===== src/lhtf_pkg.sv =====
package lhtf_pkg;

  // Letter buffer of a backslash command
  localparam int CMD_CHARS = 10;
  localparam int LEN_W     = $clog2(CMD_CHARS + 1);
  localparam int LIDX_W    = $clog2(CMD_CHARS);

  // Brace depth saturation
  localparam int MAX_BRACE_DEPTH = 255;
  localparam int DEPTH_W         = $clog2(MAX_BRACE_DEPTH + 1);

  // Output bytes per input word: four spaces plus the letters at most
  localparam int CNT_W = $clog2(4 + CMD_CHARS + 1);

  localparam logic [7:0] CH_NUL    = 8'h00;
  localparam logic [7:0] CH_LF     = 8'h0a;
  localparam logic [7:0] CH_ESC    = 8'h1b;
  localparam logic [7:0] CH_SPACE  = 8'h20;
  localparam logic [7:0] CH_HASH   = 8'h23;
  localparam logic [7:0] CH_DOLLAR = 8'h24;
  localparam logic [7:0] CH_AMP    = 8'h26;
  localparam logic [7:0] CH_EQUAL  = 8'h3d;
  localparam logic [7:0] CH_GT     = 8'h3e;
  localparam logic [7:0] CH_LBRACK = 8'h5b;
  localparam logic [7:0] CH_BSLASH = 8'h5c;
  localparam logic [7:0] CH_RBRACK = 8'h5d;
  localparam logic [7:0] CH_LBRACE = 8'h7b;
  localparam logic [7:0] CH_RBRACE = 8'h7d;
  localparam logic [7:0] CH_LC_B   = 8'h62;
  localparam logic [7:0] CH_LC_E   = 8'h65;
  localparam logic [7:0] CH_LC_F   = 8'h66;
  localparam logic [7:0] CH_LC_I   = 8'h69;
  localparam logic [7:0] CH_LC_M   = 8'h6d;
  localparam logic [7:0] CH_LC_T   = 8'h74;

  // SGR codes
  localparam logic [7:0] SGR_UNDERLINE = 8'h34;
  localparam logic [7:0] SGR_REVERSE   = 8'h37;
  localparam logic [7:0] SGR_BOLD      = 8'h31;
  localparam logic [7:0] SGR_FINAL     = 8'h6d;

  typedef struct packed {
    logic load;   // take the input word, plan its output run
    logic step;   // one output word was taken
  } ctl_cmd_t;

  typedef struct packed {
    logic emits;  // the word being loaded produces output
    logic last;   // current output word ends the run
  } ctl_sts_t;

endpackage


===== src/latex_help_text_filter.sv =====
// Help-entry text filter: turns the markup of a help entry into terminal text.
//
// Input channel (in_valid_i / in_ready_o / in_byte_i) takes one raw byte per
// word. Bytes before the first open brace are consumed silently. Output channel
// (out_valid_o / out_ready_i / out_byte_o, last_of_run_o, end_of_text_o)
// delivers the converted bytes; last_of_run_o marks the final byte caused by
// one input word, end_of_text_o the zero terminator that closes an entry.
//
// Flow: a word that produces no output only updates the filter state. A word that
// produces k bytes (k from 1 to 14: four spaces plus up to CMD_CHARS command
// letters) is first loaded and its run planned in the datapath, then its bytes
// leave one per cycle, selected from the registered run state, while
// out_ready_i is high. The run sequencer is the limit: no new word is taken
// until the last byte of the current run has been taken.
//
// Reset: the filter seeks an open brace, depth 1, no command or emphasis open.
// The command letter buffer is not cleared; only letters of the current
// command are ever read. A stall on out_ready_i holds the output byte and
// keeps in_ready_o low until the run drains.
module latex_help_text_filter (
  input  logic       clk_i,
  input  logic       rst_ni,
  input  logic       in_valid_i,
  output logic       in_ready_o,
  input  logic [7:0] in_byte_i,
  output logic       out_valid_o,
  input  logic       out_ready_i,
  output logic [7:0] out_byte_o,
  output logic       last_of_run_o,
  output logic       end_of_text_o
);

  lhtf_pkg::ctl_cmd_t cmd;
  lhtf_pkg::ctl_sts_t sts;

  // Sequencer: load a word, then drain its run
  lhtf_ctrl u_ctrl (
    .clk_i       (clk_i),
    .rst_ni      (rst_ni),
    .in_valid_i  (in_valid_i),
    .in_ready_o  (in_ready_o),
    .out_valid_o (out_valid_o),
    .out_ready_i (out_ready_i),
    .sts_i       (sts),
    .cmd_o       (cmd)
  );

  // Filter state, letter buffer and run byte select
  lhtf_dp u_dp (
    .clk_i         (clk_i),
    .rst_ni        (rst_ni),
    .cmd_i         (cmd),
    .sts_o         (sts),
    .in_byte_i     (in_byte_i),
    .out_byte_o    (out_byte_o),
    .last_of_run_o (last_of_run_o),
    .end_of_text_o (end_of_text_o)
  );

  // Input is only taken while no run is pending
  a_no_overlap: assert property (@(posedge clk_i) disable iff (!rst_ni)
    in_ready_o |-> !out_valid_o)
    else $error("input ready while output run pending");

  // Terminator always closes its run
  a_term_last: assert property (@(posedge clk_i) disable iff (!rst_ni)
    (out_valid_o && end_of_text_o) |-> last_of_run_o)
    else $error("terminator not at end of run");

  // Draining the final byte frees the input side
  a_run_done: assert property (@(posedge clk_i) disable iff (!rst_ni)
    (out_valid_o && out_ready_i && last_of_run_o) |=> (in_ready_o && !out_valid_o))
    else $error("block not idle after last byte");

  // A run continues until its last byte
  a_run_cont: assert property (@(posedge clk_i) disable iff (!rst_ni)
    (out_valid_o && out_ready_i && !last_of_run_o) |=> out_valid_o)
    else $error("run ended early");

endmodule


===== src/lhtf_ctrl.sv =====
module lhtf_ctrl (
  input  logic              clk_i,
  input  logic              rst_ni,
  input  logic              in_valid_i,
  output logic              in_ready_o,
  output logic              out_valid_o,
  input  logic              out_ready_i,
  input  lhtf_pkg::ctl_sts_t sts_i,
  output lhtf_pkg::ctl_cmd_t cmd_o
);

  typedef enum logic {
    ST_IDLE,
    ST_EMIT
  } state_e;

  state_e state_q;
  logic   out_valid_q;

  assign in_ready_o  = (state_q == ST_IDLE);
  assign out_valid_o = out_valid_q;
  assign cmd_o.load  = in_valid_i && (state_q == ST_IDLE);
  assign cmd_o.step  = out_valid_q && out_ready_i;

  always_ff @(posedge clk_i or negedge rst_ni) begin
    if (!rst_ni) begin
      state_q     <= ST_IDLE;
      out_valid_q <= 1'b0;
    end else begin
      case (state_q)
        ST_IDLE: begin
          if (in_valid_i && sts_i.emits) begin
            state_q     <= ST_EMIT;
            out_valid_q <= 1'b1;
          end
        end
        ST_EMIT: begin
          if (out_ready_i && sts_i.last) begin
            state_q     <= ST_IDLE;
            out_valid_q <= 1'b0;
          end
        end
        default: begin
          state_q     <= ST_IDLE;
          out_valid_q <= 1'b0;
        end
      endcase
    end
  end

endmodule


===== src/lhtf_dp.sv =====
module lhtf_dp (
  input  logic               clk_i,
  input  logic               rst_ni,
  input  lhtf_pkg::ctl_cmd_t cmd_i,
  output lhtf_pkg::ctl_sts_t sts_o,
  input  logic [7:0]         in_byte_i,
  output logic [7:0]         out_byte_o,
  output logic               last_of_run_o,
  output logic               end_of_text_o
);

  typedef enum logic [2:0] {
    OP_NONE,
    OP_ONE,
    OP_SPACE3,
    OP_SGR,
    OP_END,
    OP_END_TERM,
    OP_TERM,
    OP_BRACKET
  } op_e;

  // Filter state
  logic                         inside_q, inside_d;
  logic [lhtf_pkg::DEPTH_W-1:0] depth_q, depth_d;
  logic                         cmd_q, cmd_d;
  logic                         kanji_q, kanji_d;
  logic [1:0]                   tail_q, tail_d;
  logic                         brk_q, brk_d;
  logic                         emph_q, emph_d;
  logic [lhtf_pkg::LEN_W-1:0]   len_q, len_d;
  logic [7:0]                   letters_q [lhtf_pkg::CMD_CHARS];
  logic                         lt_we;

  // Output run
  op_e                          op_q, op_d;
  logic [7:0]                   arg_q, arg_d;
  logic [lhtf_pkg::CNT_W-1:0]   cnt_q, cnt_d;
  logic [lhtf_pkg::CNT_W-1:0]   idx_q;
  logic [lhtf_pkg::CNT_W-1:0]   lt_idx;
  logic [lhtf_pkg::DEPTH_W-1:0] depth_dec;
  logic [7:0]                   sgr;

  // Mode match on the first two letters
  always_comb begin
    sgr = lhtf_pkg::CH_NUL;
    if (letters_q[0] == lhtf_pkg::CH_LC_T && letters_q[1] == lhtf_pkg::CH_LC_T) begin
      sgr = lhtf_pkg::SGR_UNDERLINE;
    end
    if ((letters_q[0] == lhtf_pkg::CH_LC_E && letters_q[1] == lhtf_pkg::CH_LC_M) ||
        (letters_q[0] == lhtf_pkg::CH_LC_I && letters_q[1] == lhtf_pkg::CH_LC_T)) begin
      sgr = lhtf_pkg::SGR_REVERSE;
    end
    if (letters_q[0] == lhtf_pkg::CH_LC_B && letters_q[1] == lhtf_pkg::CH_LC_F) begin
      sgr = lhtf_pkg::SGR_BOLD;
    end
  end

  assign depth_dec = (depth_q != '0) ? depth_q - 1'b1 : depth_q;

  always_comb begin
    inside_d = inside_q;
    depth_d  = depth_q;
    cmd_d    = cmd_q;
    kanji_d  = kanji_q;
    tail_d   = tail_q;
    brk_d    = brk_q;
    emph_d   = emph_q;
    len_d    = len_q;
    lt_we    = 1'b0;
    op_d     = OP_NONE;
    arg_d    = in_byte_i;

    if (!inside_q) begin
      if (in_byte_i == lhtf_pkg::CH_LBRACE) begin
        inside_d = 1'b1;
        depth_d  = lhtf_pkg::DEPTH_W'(1);
        cmd_d    = 1'b0;
        kanji_d  = 1'b0;
        tail_d   = 2'd0;
        brk_d    = 1'b0;
        emph_d   = 1'b0;
        len_d    = '0;
      end
    end else if (kanji_q) begin
      op_d = OP_ONE;
      if (tail_q != 2'd0) begin
        tail_d = tail_q - 2'd1;
        if (tail_q == 2'd1) kanji_d = 1'b0;
      end else if (in_byte_i == lhtf_pkg::CH_ESC) begin
        tail_d = 2'd2;
      end
    end else if (cmd_q) begin
      case (in_byte_i)
        lhtf_pkg::CH_GT: begin
          op_d  = OP_SPACE3;
          cmd_d = 1'b0;
        end
        lhtf_pkg::CH_EQUAL, lhtf_pkg::CH_DOLLAR: begin
          cmd_d = 1'b0;
        end
        lhtf_pkg::CH_AMP, lhtf_pkg::CH_HASH: begin
          op_d  = OP_ONE;
          cmd_d = 1'b0;
        end
        lhtf_pkg::CH_BSLASH: begin
          op_d  = OP_ONE;
          arg_d = lhtf_pkg::CH_LF;
          cmd_d = 1'b0;
        end
        lhtf_pkg::CH_SPACE: begin
          if (len_q >= lhtf_pkg::LEN_W'(2) && sgr != lhtf_pkg::CH_NUL) begin
            op_d   = OP_SGR;
            arg_d  = sgr;
            emph_d = 1'b1;
          end
          cmd_d = 1'b0;
        end
        lhtf_pkg::CH_RBRACE: begin
          if (len_q == '0) op_d = OP_ONE;
          cmd_d = 1'b0;
        end
        lhtf_pkg::CH_LBRACK: begin
          len_d = '0;
        end
        lhtf_pkg::CH_LBRACE: begin
          if (len_q == '0) begin
            op_d  = OP_ONE;
            cmd_d = 1'b0;
          end else begin
            len_d = '0;
          end
        end
        lhtf_pkg::CH_RBRACK: begin
          op_d  = OP_BRACKET;
          cmd_d = 1'b0;
          brk_d = 1'b1;
        end
        default: begin
          if (len_q < lhtf_pkg::LEN_W'(lhtf_pkg::CMD_CHARS)) begin
            lt_we = 1'b1;
            len_d = len_q + 1'b1;
          end
        end
      endcase
    end else begin
      case (in_byte_i)
        lhtf_pkg::CH_DOLLAR: begin
        end
        lhtf_pkg::CH_BSLASH: begin
          cmd_d = 1'b1;
          len_d = '0;
        end
        lhtf_pkg::CH_LBRACE: begin
          if (depth_q < lhtf_pkg::DEPTH_W'(lhtf_pkg::MAX_BRACE_DEPTH)) begin
            depth_d = depth_q + 1'b1;
          end
        end
        lhtf_pkg::CH_RBRACE: begin
          if (depth_dec == '0) begin
            // entry closes: rearm and seek the next open brace
            op_d     = emph_q ? OP_END_TERM : OP_TERM;
            inside_d = 1'b0;
            depth_d  = lhtf_pkg::DEPTH_W'(1);
            cmd_d    = 1'b0;
            kanji_d  = 1'b0;
            tail_d   = 2'd0;
            brk_d    = 1'b0;
            emph_d   = 1'b0;
            len_d    = '0;
          end else begin
            if (emph_q) op_d = OP_END;
            emph_d  = 1'b0;
            depth_d = depth_dec;
          end
        end
        lhtf_pkg::CH_LF: begin
          op_d  = OP_ONE;
          arg_d = brk_q ? lhtf_pkg::CH_LF : lhtf_pkg::CH_SPACE;
          brk_d = 1'b0;
        end
        lhtf_pkg::CH_ESC: begin
          op_d    = OP_ONE;
          kanji_d = 1'b1;
        end
        default: begin
          op_d = OP_ONE;
        end
      endcase
    end
  end

  always_comb begin
    case (op_d)
      OP_ONE, OP_TERM:     cnt_d = lhtf_pkg::CNT_W'(1);
      OP_SPACE3, OP_END:   cnt_d = lhtf_pkg::CNT_W'(3);
      OP_SGR, OP_END_TERM: cnt_d = lhtf_pkg::CNT_W'(4);
      OP_BRACKET:          cnt_d = lhtf_pkg::CNT_W'(4) + lhtf_pkg::CNT_W'(len_q);
      default:             cnt_d = '0;
    endcase
  end

  assign sts_o.emits = (cnt_d != '0);
  assign sts_o.last  = (idx_q == cnt_q - 1'b1);

  always_ff @(posedge clk_i or negedge rst_ni) begin
    if (!rst_ni) begin
      inside_q <= 1'b0;
      depth_q  <= lhtf_pkg::DEPTH_W'(1);
      cmd_q    <= 1'b0;
      kanji_q  <= 1'b0;
      tail_q   <= 2'd0;
      brk_q    <= 1'b0;
      emph_q   <= 1'b0;
      len_q    <= '0;
      op_q     <= OP_NONE;
      cnt_q    <= '0;
      idx_q    <= '0;
    end else if (cmd_i.load) begin
      inside_q <= inside_d;
      depth_q  <= depth_d;
      cmd_q    <= cmd_d;
      kanji_q  <= kanji_d;
      tail_q   <= tail_d;
      brk_q    <= brk_d;
      emph_q   <= emph_d;
      len_q    <= len_d;
      op_q     <= op_d;
      cnt_q    <= cnt_d;
      idx_q    <= '0;
    end else if (cmd_i.step) begin
      idx_q <= idx_q + 1'b1;
    end
  end

  always_ff @(posedge clk_i) begin
    if (cmd_i.load) arg_q <= arg_d;
    if (cmd_i.load && lt_we) letters_q[len_q[lhtf_pkg::LIDX_W-1:0]] <= in_byte_i;
  end

  // Byte select for the current run position
  assign lt_idx = idx_q - lhtf_pkg::CNT_W'(4);

  always_comb begin
    case (op_q)
      OP_ONE:    out_byte_o = arg_q;
      OP_TERM:   out_byte_o = lhtf_pkg::CH_NUL;
      OP_SPACE3: out_byte_o = lhtf_pkg::CH_SPACE;
      OP_SGR, OP_END, OP_END_TERM: begin
        case (idx_q)
          lhtf_pkg::CNT_W'(0): out_byte_o = lhtf_pkg::CH_ESC;
          lhtf_pkg::CNT_W'(1): out_byte_o = lhtf_pkg::CH_LBRACK;
          lhtf_pkg::CNT_W'(2):
            out_byte_o = (op_q == OP_SGR) ? arg_q : lhtf_pkg::SGR_FINAL;
          lhtf_pkg::CNT_W'(3):
            out_byte_o = (op_q == OP_SGR) ? lhtf_pkg::SGR_FINAL : lhtf_pkg::CH_NUL;
          default: out_byte_o = lhtf_pkg::CH_NUL;
        endcase
      end
      OP_BRACKET: begin
        out_byte_o = (idx_q < lhtf_pkg::CNT_W'(4)) ? lhtf_pkg::CH_SPACE :
                     letters_q[lt_idx[lhtf_pkg::LIDX_W-1:0]];
      end
      default: out_byte_o = lhtf_pkg::CH_NUL;
    endcase
  end

  assign last_of_run_o = sts_o.last;
  assign end_of_text_o = sts_o.last && (op_q == OP_TERM || op_q == OP_END_TERM);

endmodule

===== config.mk =====
export PLATFORM = sky130hd
export DESIGN_NAME = latex_help_text_filter
export DESIGN_NICKNAME = d
export VERILOG_FILES = /design/src/lhtf_pkg.sv /design/src/latex_help_text_filter.sv /design/src/lhtf_ctrl.sv /design/src/lhtf_dp.sv
export SDC_FILE = /design/constraint.sdc
export NUM_CORES = 1
export LEC_CHECK = 0
export ABC_CLOCK_PERIOD_IN_PS = 3400
export BUFFER_PORTS_ARGS = -buffer_cell sky130_fd_sc_hd__buf_2
export CAP_MARGIN = 15
export CORE_MARGIN = 10
export CORE_UTILIZATION = 45
export DETAILED_ROUTE_END_ITERATION = 10
export PLACE_DENSITY = 0.57
export SLEW_MARGIN = 20
export SYNTH_ARGS = -nofsm -noshare
export SYNTH_HDL_FRONTEND = slang
export SYNTH_SLANG_ARGS = --single-unit

===== constraint.sdc =====
create_clock -name clk_i -period 3.4 [get_ports clk_i]
set_input_delay 0.68 -clock clk_i [delete_from_list [all_inputs] [get_ports clk_i]]
set_output_delay 0.68 -clock clk_i [all_outputs]
set_load 0.01 [all_outputs]

==> summary.md, run 1 <==
| Metric | Value |
|---|---|
| Total negative slack | 0 ns |
| Slew @ Worst Pin | roughly 0.80 ns |
| Layout area overhead | 14.7% |
| Mapped cell area | 6760 sq um |
| CTS Root Cell | clkbuf_16 |
| Pins Over Slew Limit | 0 |
| ANT cells | 0 |
| Antenna Nets Post-Route | 0 |
| Sequential share of the synthesized area | 0.509 |
| Commonest non-fill, non-tap cell in the layout | edfxtp_1 |
| Fmax | 317 MHz |
| GRT met2 Usage | 0.281 |
| Syn avg cell area | 10.7 sq um |
| Area contributors post-synth | edfxtp_1 (39%), dfrtp_1 (11%), mux4_2 (5.3%) |
| Clk_skew | approximately 0.011 ns |
| Total CTS buffers | 17 |
| Clock power share | 0.297 |
| Synthesized Nets | 662 |
| Worst reg2reg path startpoint | u_dp.depth_q[0]$_DFFE_PN1P_ |
| Vias in the first global route | just over 5000 |
| Tightest Hold Check Type | input port to async pin |
| Setup crit end kind | output port |
| Yosys warns | 0 |
| WL/cell | 20.1 microns |
| M3 GR Usage | 0.0417 |
| Min cycle time layout | ~3.2 ns |
| EDFF count, synth | 88 |
| Switching Share | 0.364 |
| Largest area contributor in the netlist | edfxtp_1 |
| Final hold violation count | 0 |
| P per Cell Area | ~750 nW/um^2 |
| Die W | roughly 140 microns |
| DRT Wirelength | approximately 17 mm |
| Yosys cell types | 76 |
| Largest net degree at the start of global routing | 33 |
| Worst skew pair latency | around 0.42 ns |
| Vias per cell | 6.08 |
| Static Leak | a little under 3 nW |
| WP data required | approximately 2.7 ns |
| Initial antenna violation count | 0 |
| Comb power frac | 0.357 |
| Placer congestion estimate | between 0.9 and 1 |
| Slew headroom | 0.469 |
| Reg power frac | 0.345 |
| Status | finished, final reports clean |
| Area after DPL | approximately 7200 sq um |
| # port buffers | 23 |
| Synth top area share | 0.391 |
| Cells after synthesis | 630 |
| Die Y | approximately 140 microns |
| Final period util | 0.928 |
| Synthesis-stage register bit count | between 100 and 150 |
| Crit path DAT | 2.48 ns |
| Layout cells sized above 1 | 0.166 |
| Peak VDD IR | 0.000357 V |
| Final Cell Area | 7750 sq um |
| Startpoint Class | register |
| Setup CP Type | register to output port |
| Most Crowded Layer GR | met2 |
| Tot GR Track Use | 0.177 |
| Max clock buf depth | 2 |
| Post-synthesis async set-or-reset flop share | 0.267 |
| Total of max-cap violations | 0 |
| Die area | roughly 20000 sq um |
| TritonCTS clock tree | done |
| DRC | 0 |
| Most used DFF post-synth | edfxtp_1 |
| Hold_buf cts | 0 |
| Nets | between 600 and 700 |
| Grt total ovfl | 0 |
| M1 GR Usage | 0.233 |
| Final setup vio count | 0 |
| I/O pin count | 24 |
| Starting Density | 0.462 |
| P_sw | approximately 0.0021 W |
| Initial DRT Pass Iterations | 5 |
| CORE AREA | between 10000 and 15000 sq um |
| Row count | 44 |
| Most frequent cells in the layout | edfxtp_1 (88), nand2_1 (74), nor2_1 (46), o21ai_0 (36), buf_4 (33) |
| Critical Path Fanout Max | 9 |
| Worst-path clk slew | roughly 0.060 ns |
| CP Launch Point | u_dp.idx_q[0]$_DFFE_PN0P_ |
| Initial drt markers | 536 |
| Clock sinks | between 100 and 150 |
| Via Count | 5244 |
| Int Power | ~0.0037 W |
| First-pass GRT wire length | around 28 mm |
| Post-DP HPWL | around 13 mm |
| RSZ-0062 raised after global routing | false |
| CTS HTree Levels | 4 |
## worst paths after layout
kind	cells past startpoint	slack, ns	endpoint
min	1	0.34	u_dp.op_q[0]$_DFFE_PN0P_
min in group clk_i	2	0.54	u_dp.cnt_q[3]$_DFFE_PN0P_
min reg2reg	2	0.54	u_dp.cnt_q[3]$_DFFE_PN0P_
max reg2reg	9	0.25	u_ctrl.out_valid_o$_DFFE_PN0P_
max in group asynchronous	1	2.51	u_dp.idx_q[0]$_DFFE_PN0P_
max	6	0.24	out_byte_o[6]
## final cells by class
cell class,instances,area (sq um)
well taps,184,230
flip-flops and latches,120,3450
clock inverters,13,130
inverters,26,97.6
multi-input cells,446,3060
repair buffers,56,363
clock buffers,18,429
fillers,1290,6890
## cell families after synthesis
family,synth area share
simple gates,0.198
compound gates,0.138
flops,0.509
buf+inv,0.0385
mux,0.0666
fa+ha+maj,0.0370
xor+xnor,0.0129
## cells in the mapped netlist, types with 12 or more instances
| library cell | count |
|---|---|
| edfxtp_1 | 88 |
| nand2_1 | 74 |
| nor2_1 | 46 |
| o21ai_0 | 36 |
| clkbuf_1 | 31 |
| dfrtp_1 | 31 |
| a21oi_1 | 28 |
| inv_1 | 25 |
| ha_1 | 20 |
| nand3_1 | 18 |
| and3_1 | 16 |
| mux4_2 | 16 |
| nor3_1 | 14 |
| nor2b_1 | 13 |
| nor4_1 | 12 |
## worst max-delay path, cell delays in order, from the launching register on
cell      delay, ns
dfrtp_2        0.55
buf_4          0.25
mux4_2         0.50
mux2i_1        0.21
a211oi_1       0.12
a221o_1        0.27
buf_2          0.14
## power by group through the flow
stage	clock network, W	logic (W)	registers, W
2_1_floorplan	0	0.00155	0.00187
3_3_place_gp	0	0.00204	0.00202
3_5_place_dp	0	0.00207	0.00203
4_1_cts	0.00175	0.00208	0.00200
5_1_grt	0.00182	0.00231	0.00204
6_report	0.00172	0.00207	0.00200
## state kept, by name (all words and copies together), names as in the netlist
name,cells
u_dp.emph_q,1
u_dp.letters_q,80
u_dp.depth_q,8
u_dp.len_q,4
u_dp.cnt_q,4
u_dp.brk_q,1
u_dp.op_q,3
u_ctrl.out_valid_o,1
u_dp.kanji_q,1
u_ctrl.state_q,1
u_dp.tail_q,2
u_dp.cmd_q,1
u_dp.inside_q,1
u_dp.arg_q,8
u_dp.idx_q,4
## timing repair
action	in CTS	in global routing
setup buffers	0	0
endpoints found under the hold margin	0	0
setup endpoints to repair	1	0
gates resized for setup	1	0
## per-layer routing
layer	share of wire	up-vias
li1	-	2460
met1	0.45	2594
met2	0.48	157
met3	0.054	33
met4	0.020	0
met5	0	-
## per-stage QoR
stage	total power [W]	setup WS, ns	hold slack (ns)	instances	util
5_1_grt	0.00616	0.0738	0.402	863	0.530
4_1_cts	0.00583	0.170	0.360	863	0.530
2_1_floorplan	0.00342	0.516	0.384	630	-
6_report	0.00579	0.244	0.341	863	0.530
3_3_place_gp	0.00405	0.285	0.533	832	0.491
3_5_place_dp	0.00410	0.244	0.544	832	0.491
No activity file was read; power rests on OpenSTA's default activity.
==> run 2: changes to the inputs <==
CELL_PAD_IN_SITES_DETAIL_PLACEMENT = 0   (was default)
CELL_PAD_IN_SITES_GLOBAL_PLACEMENT = 1   (was default)
PLACE_DENSITY = 0.69   (was 0.57)
==> summary.md, run 2 (synthesis results as in run 1) <==
| Metric | Value |
|---|---|
| Status | finished, final reports clean |
| Finished Layout Cells | 872 |
| Placer congestion estimate | 0.887 |
| GRT met2 Usage | 0.269 |
| WP data required | approximately 2.7 ns |
| Fill cells | around 1300 |
| Startpoint Class | register |
| Die area | around 20000 sq um |
| Core Util, Final | 0.537 |
| Placed insts | 840 |
| Final hold violation count | 0 |
| Flop-to-flop setup slack | 0.23 ns |
| Peak VDD IR | 0.000417 V |
| Via Count | between 5000 and 6000 |
| Tightest Hold Check Type | input port to async pin |
| Clock sinks | 120 |
| Total negative slack | 0 ns |
| Total CTS buffers | 17 |
| Register area | 3450 sq um |
| Most frequent cells in the layout | edfxtp_1 (88), nand2_1 (74), nor2_1 (46), buf_4 (38), o21ai_0 (36) |
| Grt total ovfl | 0 |
| Int Power | 0.00364 W |
| CTS Root Cell | clkbuf_16 |
| WL/cell | approximately 21 microns |
| CORE AREA | between 10000 and 15000 sq um |
| Area of the multi-input gates | 3060 sq um |
| Layout cells sized above 1 | 0.182 |
| Max reg flops | 80 |
| DRT Wirelength | ~18 mm |
| Row count | between 40 and 50 |
| Total of max-cap violations | 0 |
| Tot GR Track Use | 0.187 |
| Setup CP Type | register to output port |
| Starting Density | 0.462 |
| M3 GR Usage | 0.0451 |
| Max stage delay on crit path | 0.77 ns |
| Initial DRT Pass Iterations | 6 |
| Worst skew pair latency | 0.43 ns |
| I/O pin count | 24 |
| Vias in the first global route | slightly above 5000 |
| Worst path cell trace | buf_4 -> mux4_2 -> mux2i_1 -> a211oi_1 -> a221o_1 -> buf_2 |
| Commonest non-fill, non-tap cell in the layout | edfxtp_1 |
| Crit path DAT | between 2 and 3 ns |
| Initial antenna violation count | 0 |
| Min cycle time layout | 3.24 ns |
| RSZ-0062 raised after global routing | false |
| First-pass GRT wire length | 29.1 mm |
| Pins Over Slew Limit | 0 |
| ANT cells | 0 |
| Worst Reg-to-Reg Cells | 10 |
| Nets | ~710 |
| R2r endpoint | u_ctrl.out_valid_o$_DFFE_PN0P_ |
| Largest net degree at the start of global routing | 33 |
| Slew @ Worst Pin | between 0.7 and 0.8 ns |
| Reg power frac | 0.346 |
| # port buffers | 23 |
| Clk_skew | 0.00832 ns |
| Slew headroom | 0.490 |
| Switching Share | 0.378 |
| P per Cell Area | between 700 and 800 nW/um^2 |
| P_sw | ~0.0022 W |
| Setup crit end kind | output port |
| CTS HTree Levels | 4 |
| Antenna Nets Post-Route | 0 |
| Max clock buf depth | 2 |
| Comb power frac | 0.361 |
| Die W | around 140 microns |
| Critical Path Fanout Max | 12 |
| TritonCTS clock tree | done |
| Final period util | 0.952 |
| Worst-path clk slew | roughly 0.060 ns |
| M1 GR Usage | 0.269 |
| Static Leak | about 3.0 nW |
| Crit path max-delay cell type | dfrtp_1 |
| Most Crowded Layer GR | met2 |
| Post-DP HPWL | about 13 mm |
| Hold_buf cts | 0 |
| Fmax | ~310 MHz |
| Clock power share | 0.293 |
| Layout area overhead | 16.2% |
| DRC | 0 |
| Initial drt markers | around 410 |
| Die Y | 143 microns |
| Final setup vio count | 0 |
| Worst reg2reg path startpoint | u_dp.len_q[2]$_DFFE_PN0P_ |
| Vias per cell | 6.02 |
-- run 2: final cells by class --
type	instances	area share
Sequential cell	120	0.438
Clock inverter	15	0.0178
Multi-Input combinational cell	446	0.389
Timing Repair Buffer	64	0.0586
Clock buffer	17	0.0541
Tap cell	184	0.0293
Inverter	26	0.0124
-- run 2: timing repair --
item,4_1_cts,5_1_grt
gates resized for setup,1,0
buffers inserted,0,0
endpoints found under the setup margin,4,0
hold endpoints to repair,0,0
-- run 2: worst max path at each step --
stage | depth (start not counted) | start | to
after floorplan | 8 | in_byte_i[5] | u_dp.letters_q[0][0]$_DFFE_PP_
after global placement | 7 | in_byte_i[5] | u_ctrl.out_valid_o$_DFFE_PN0P_
after detailed placement | 7 | in_byte_i[5] | u_ctrl.out_valid_o$_DFFE_PN0P_
after CTS | 6 | u_dp.idx_q[1]$_DFFE_PN0P_ | out_byte_o[6]
after global routing | 10 | u_dp.len_q[2]$_DFFE_PN0P_ | u_ctrl.state_q$_DFF_PN0_
final | 6 | u_dp.idx_q[1]$_DFFE_PN0P_ | out_byte_o[6]
-- run 2: power by group through the flow --
| stage | clock (W) | combinational [W] | sequential, W |
|---|---|---|---|
| final | 0.00172 | 0.00211 | 0.00203 |
| after global routing | 0.00182 | 0.00234 | 0.00206 |
| after floorplan | 0 | 0.00155 | 0.00187 |
| after detailed placement | 0 | 0.00209 | 0.00205 |
| after CTS | 0.00175 | 0.00211 | 0.00203 |
| after global placement | 0 | 0.00208 | 0.00205 |
-- run 2: per-stage QoR --
step                total power [W]  hold WS (ns)  instance area [sq um]  setup WS, ns
finish                      0.00585         0.326                   7860         0.163
global route                0.00622         0.399                   7860        0.0139
CTS                         0.00589         0.346                   7860         0.178
detailed placement          0.00415         0.503                   7290         0.163
global placement            0.00412         0.516                   7290         0.290
floorplan                   0.00342         0.384                   6760         0.516
-- run 2: worst max-delay path: cells and delay by family, from the launching register on --
kind | cells | cell delay [ns]
DFF | 1 | 0.77
muxes | 2 | 0.55
buffers and inverters | 2 | 0.41
AOI/OAI and AO/OA | 2 | 0.40
-- run 2: metal layers --
layer | part of all wire | wire (microns) | up-vias
li1 | - | - | 2470
met1 | 0.47 | 8460 | 2575
met2 | 0.45 | 8140 | 176
met3 | 0.069 | 1250 | 26
met4 | 0.018 | 324 | 0
met5 | 0 | 0 | -
==> run 3: changes to the inputs <==
CORE_UTILIZATION = 50   (was 45)
PLACE_DENSITY = 0.76   (was 0.69)
==> summary.md, run 3 (synthesis results as in run 1) <==
| Metric | Value |
|---|---|
| Pins Over Slew Limit | 0 |
| Commonest non-fill, non-tap cell in the layout | edfxtp_1 |
| Finished Layout Cells | between 800 and 900 |
| Grt total ovfl | 0 |
| Slew headroom | 0.493 |
| Die area | roughly 19000 sq um |
| Placed insts | 829 |
| Startpoint Class | register |
| Largest delay share family, worst path | multiplexers |
| Power, Total | around 0.0057 W |
| Clk_skew | ~0.0095 ns |
| Max clock buf depth | 2 |
| Final setup vio count | 0 |
| Initial antenna violation count | 0 |
| DRT Wirelength | ~18 mm |
| First-pass GRT wire length | 28.6 mm |
| Crit path max-delay cell type | dfrtp_2 |
| Setup CP Type | register to output port |
| # port buffers | 23 |
| Setup crit end kind | output port |
| WP data required | around 2.7 ns |
| TritonCTS clock tree | done |
| Vias per cell | ~6 |
| Worst path cell trace | buf_4 -> mux4_2 -> mux2i_1 -> a211oi_1 -> a221o_1 -> buf_2 |
| Area after DPL | about 7200 sq um |
| DRC | 0 |
| Critical Path Fanout Max | 9 |
| Via Count | approximately 5300 |
| Total negative slack | 0 ns |
| CTS Root Cell | clkbuf_16 |
| Hold_buf cts | 0 |
| Peak VDD IR | about 0.00032 V |
| Worst skew pair latency | 0.42 ns |
| Placer congestion estimate | between 0.9 and 1 |
| Max stage delay on crit path | 0.54 ns |
| CORE AREA | between 10000 and 15000 sq um |
| ANT cells | 0 |
| Post-DP HPWL | ~13 mm |
| P per Cell Area | between 700 and 800 nW/um^2 |
| Final Cell Area | approximately 7800 sq um |
| WL/cell | 20.5 microns |
| Total CTS buffers | 17 |
| Worst-path clk slew | roughly 0.060 ns |
| Layout area overhead | 14.7% |
| RSZ-0062 raised after global routing | false |
| Tightest Hold Check Type | input port to async pin |
| Fmax | around 310 MHz |
| Final period util | 0.936 |
| Initial drt markers | ~560 |
| Total of max-cap violations | 0 |
| Worst path bufs/invs | 2 |
| I/O pin count | 24 |
| Hold_ws | ~0.34 ns |
| WL met1 | between 7 and 8 mm |
| Slew @ Worst Pin | roughly 0.76 ns |
| Nets | slightly above 700 |
| Static Leak | 2.96 nW |
| Antenna Nets Post-Route | 0 |
| Layout cells sized above 1 | 0.181 |
| Most frequent cells in the layout | edfxtp_1 (88), nand2_1 (74), nor2_1 (46), buf_4 (38), o21ai_0 (36) |
| Max reg flops | 80 |
| Setup Fix Bufs, Post-CTS | 0 |
| Largest net degree at the start of global routing | 33 |
| Row count | 42 |
| Initial DRT Pass Iterations | 5 |
| Die W | between 100 and 150 microns |
| Min cycle time layout | between 3 and 4 ns |
| Vias in the first global route | about 5200 |
| Final hold violation count | 0 |
| Crit path DAT | around 2.5 ns |
| Status | finished, final reports clean |
| Starting Density | 0.511 |
| Top layer used by detailed routing | met4 |
| Routed wl met3 | 1.05 mm |
| Clock sinks | 120 |
| CTS HTree Levels | 4 |
| Routed wl met2 | roughly 8 mm |
| Die Y | roughly 140 microns |
| Tot GR Track Use | 0.199 |
## run 3: changes by cell type in the layout (fill, tap and decap cells not counted), sizes merged
cell      before  now
clkinv         5   11
inv           33   27
buf           64   61
bufinv         1    0
clkinvlp       2    3
## run 3: final cells by class
cell class / instances / area [sq um]
Clock buffer: 17 / 425
Clock inverter: 15 / 104
Fill cell: 1116 / 5490
Inverter: 26 / 97.6
Multi-Input combinational cell: 446 / 3060
Sequential cell: 120 / 3450
Tap cell: 176 / 220
Timing Repair Buffer: 61 / 400
## run 3: worst paths after layout
kind                                              from                        endpoint  depth (start not counted)  slack [ns]
setup / recovery             u_dp.idx_q[0]$_DFFE_PN0P_                   out_byte_o[6]                          6        0.22
hold / removal                                  rst_ni  u_ctrl.out_valid_o$_DFFE_PN0P_                          1        0.34
setup reg to reg           u_dp.depth_q[1]$_DFFE_PN0P_  u_ctrl.out_valid_o$_DFFE_PN0P_                          9        0.25
hold reg to reg              u_dp.cnt_q[3]$_DFFE_PN0P_       u_dp.cnt_q[3]$_DFFE_PN0P_                          2        0.53
max in group asynchronous                       rst_ni       u_dp.idx_q[0]$_DFFE_PN0P_                          1        2.54
min in group clk_i           u_dp.cnt_q[3]$_DFFE_PN0P_       u_dp.cnt_q[3]$_DFFE_PN0P_                          2        0.53
## run 3: where the power goes
group          total, W  switching (W)  internal (W)  leakage, nW
clock network   0.00160       0.000672      0.000926        0.257
registers       0.00200       0.000254       0.00175         1.19
logic           0.00212        0.00123      0.000892         1.51
## run 3: routing by layer
| layer | vias to the layer above | track usage |
|---|---|---|
| met4 | 0 | 0.0858 |
| li1 | 2469 | - |
| met1 | 2594 | 0.261 |
| met5 | - | 0 |
| met2 | 215 | 0.313 |
| met3 | 39 | 0.0428 |
## run 3: through the flow
step | util | worst slack, ns
after global routing | 0.586 | 0.0253
after floorplan | - | 0.516
after global placement | 0.545 | 0.255
after CTS | 0.585 | 0.166
final | 0.586 | 0.216
after detailed placement | 0.545 | 0.151
## run 3: what timing repair did
action | in CTS | in global routing
endpoints found under the hold margin | 0 | 0
resized for setup | 1 | 1
endpoints found under the setup margin | 2 | 1
## run 3: worst register-to-register path: stages, from the launching register on
cell and delay (ns):
dfrtp_1 0.47, inv_1 0.11, ha_2 0.27, or3b_1 0.42
a221oi_1 0.28, a211o_1 0.26, nand4_1 0.14, a221o_1 0.53
a222oi_1 0.43, o31ai_1 0.12
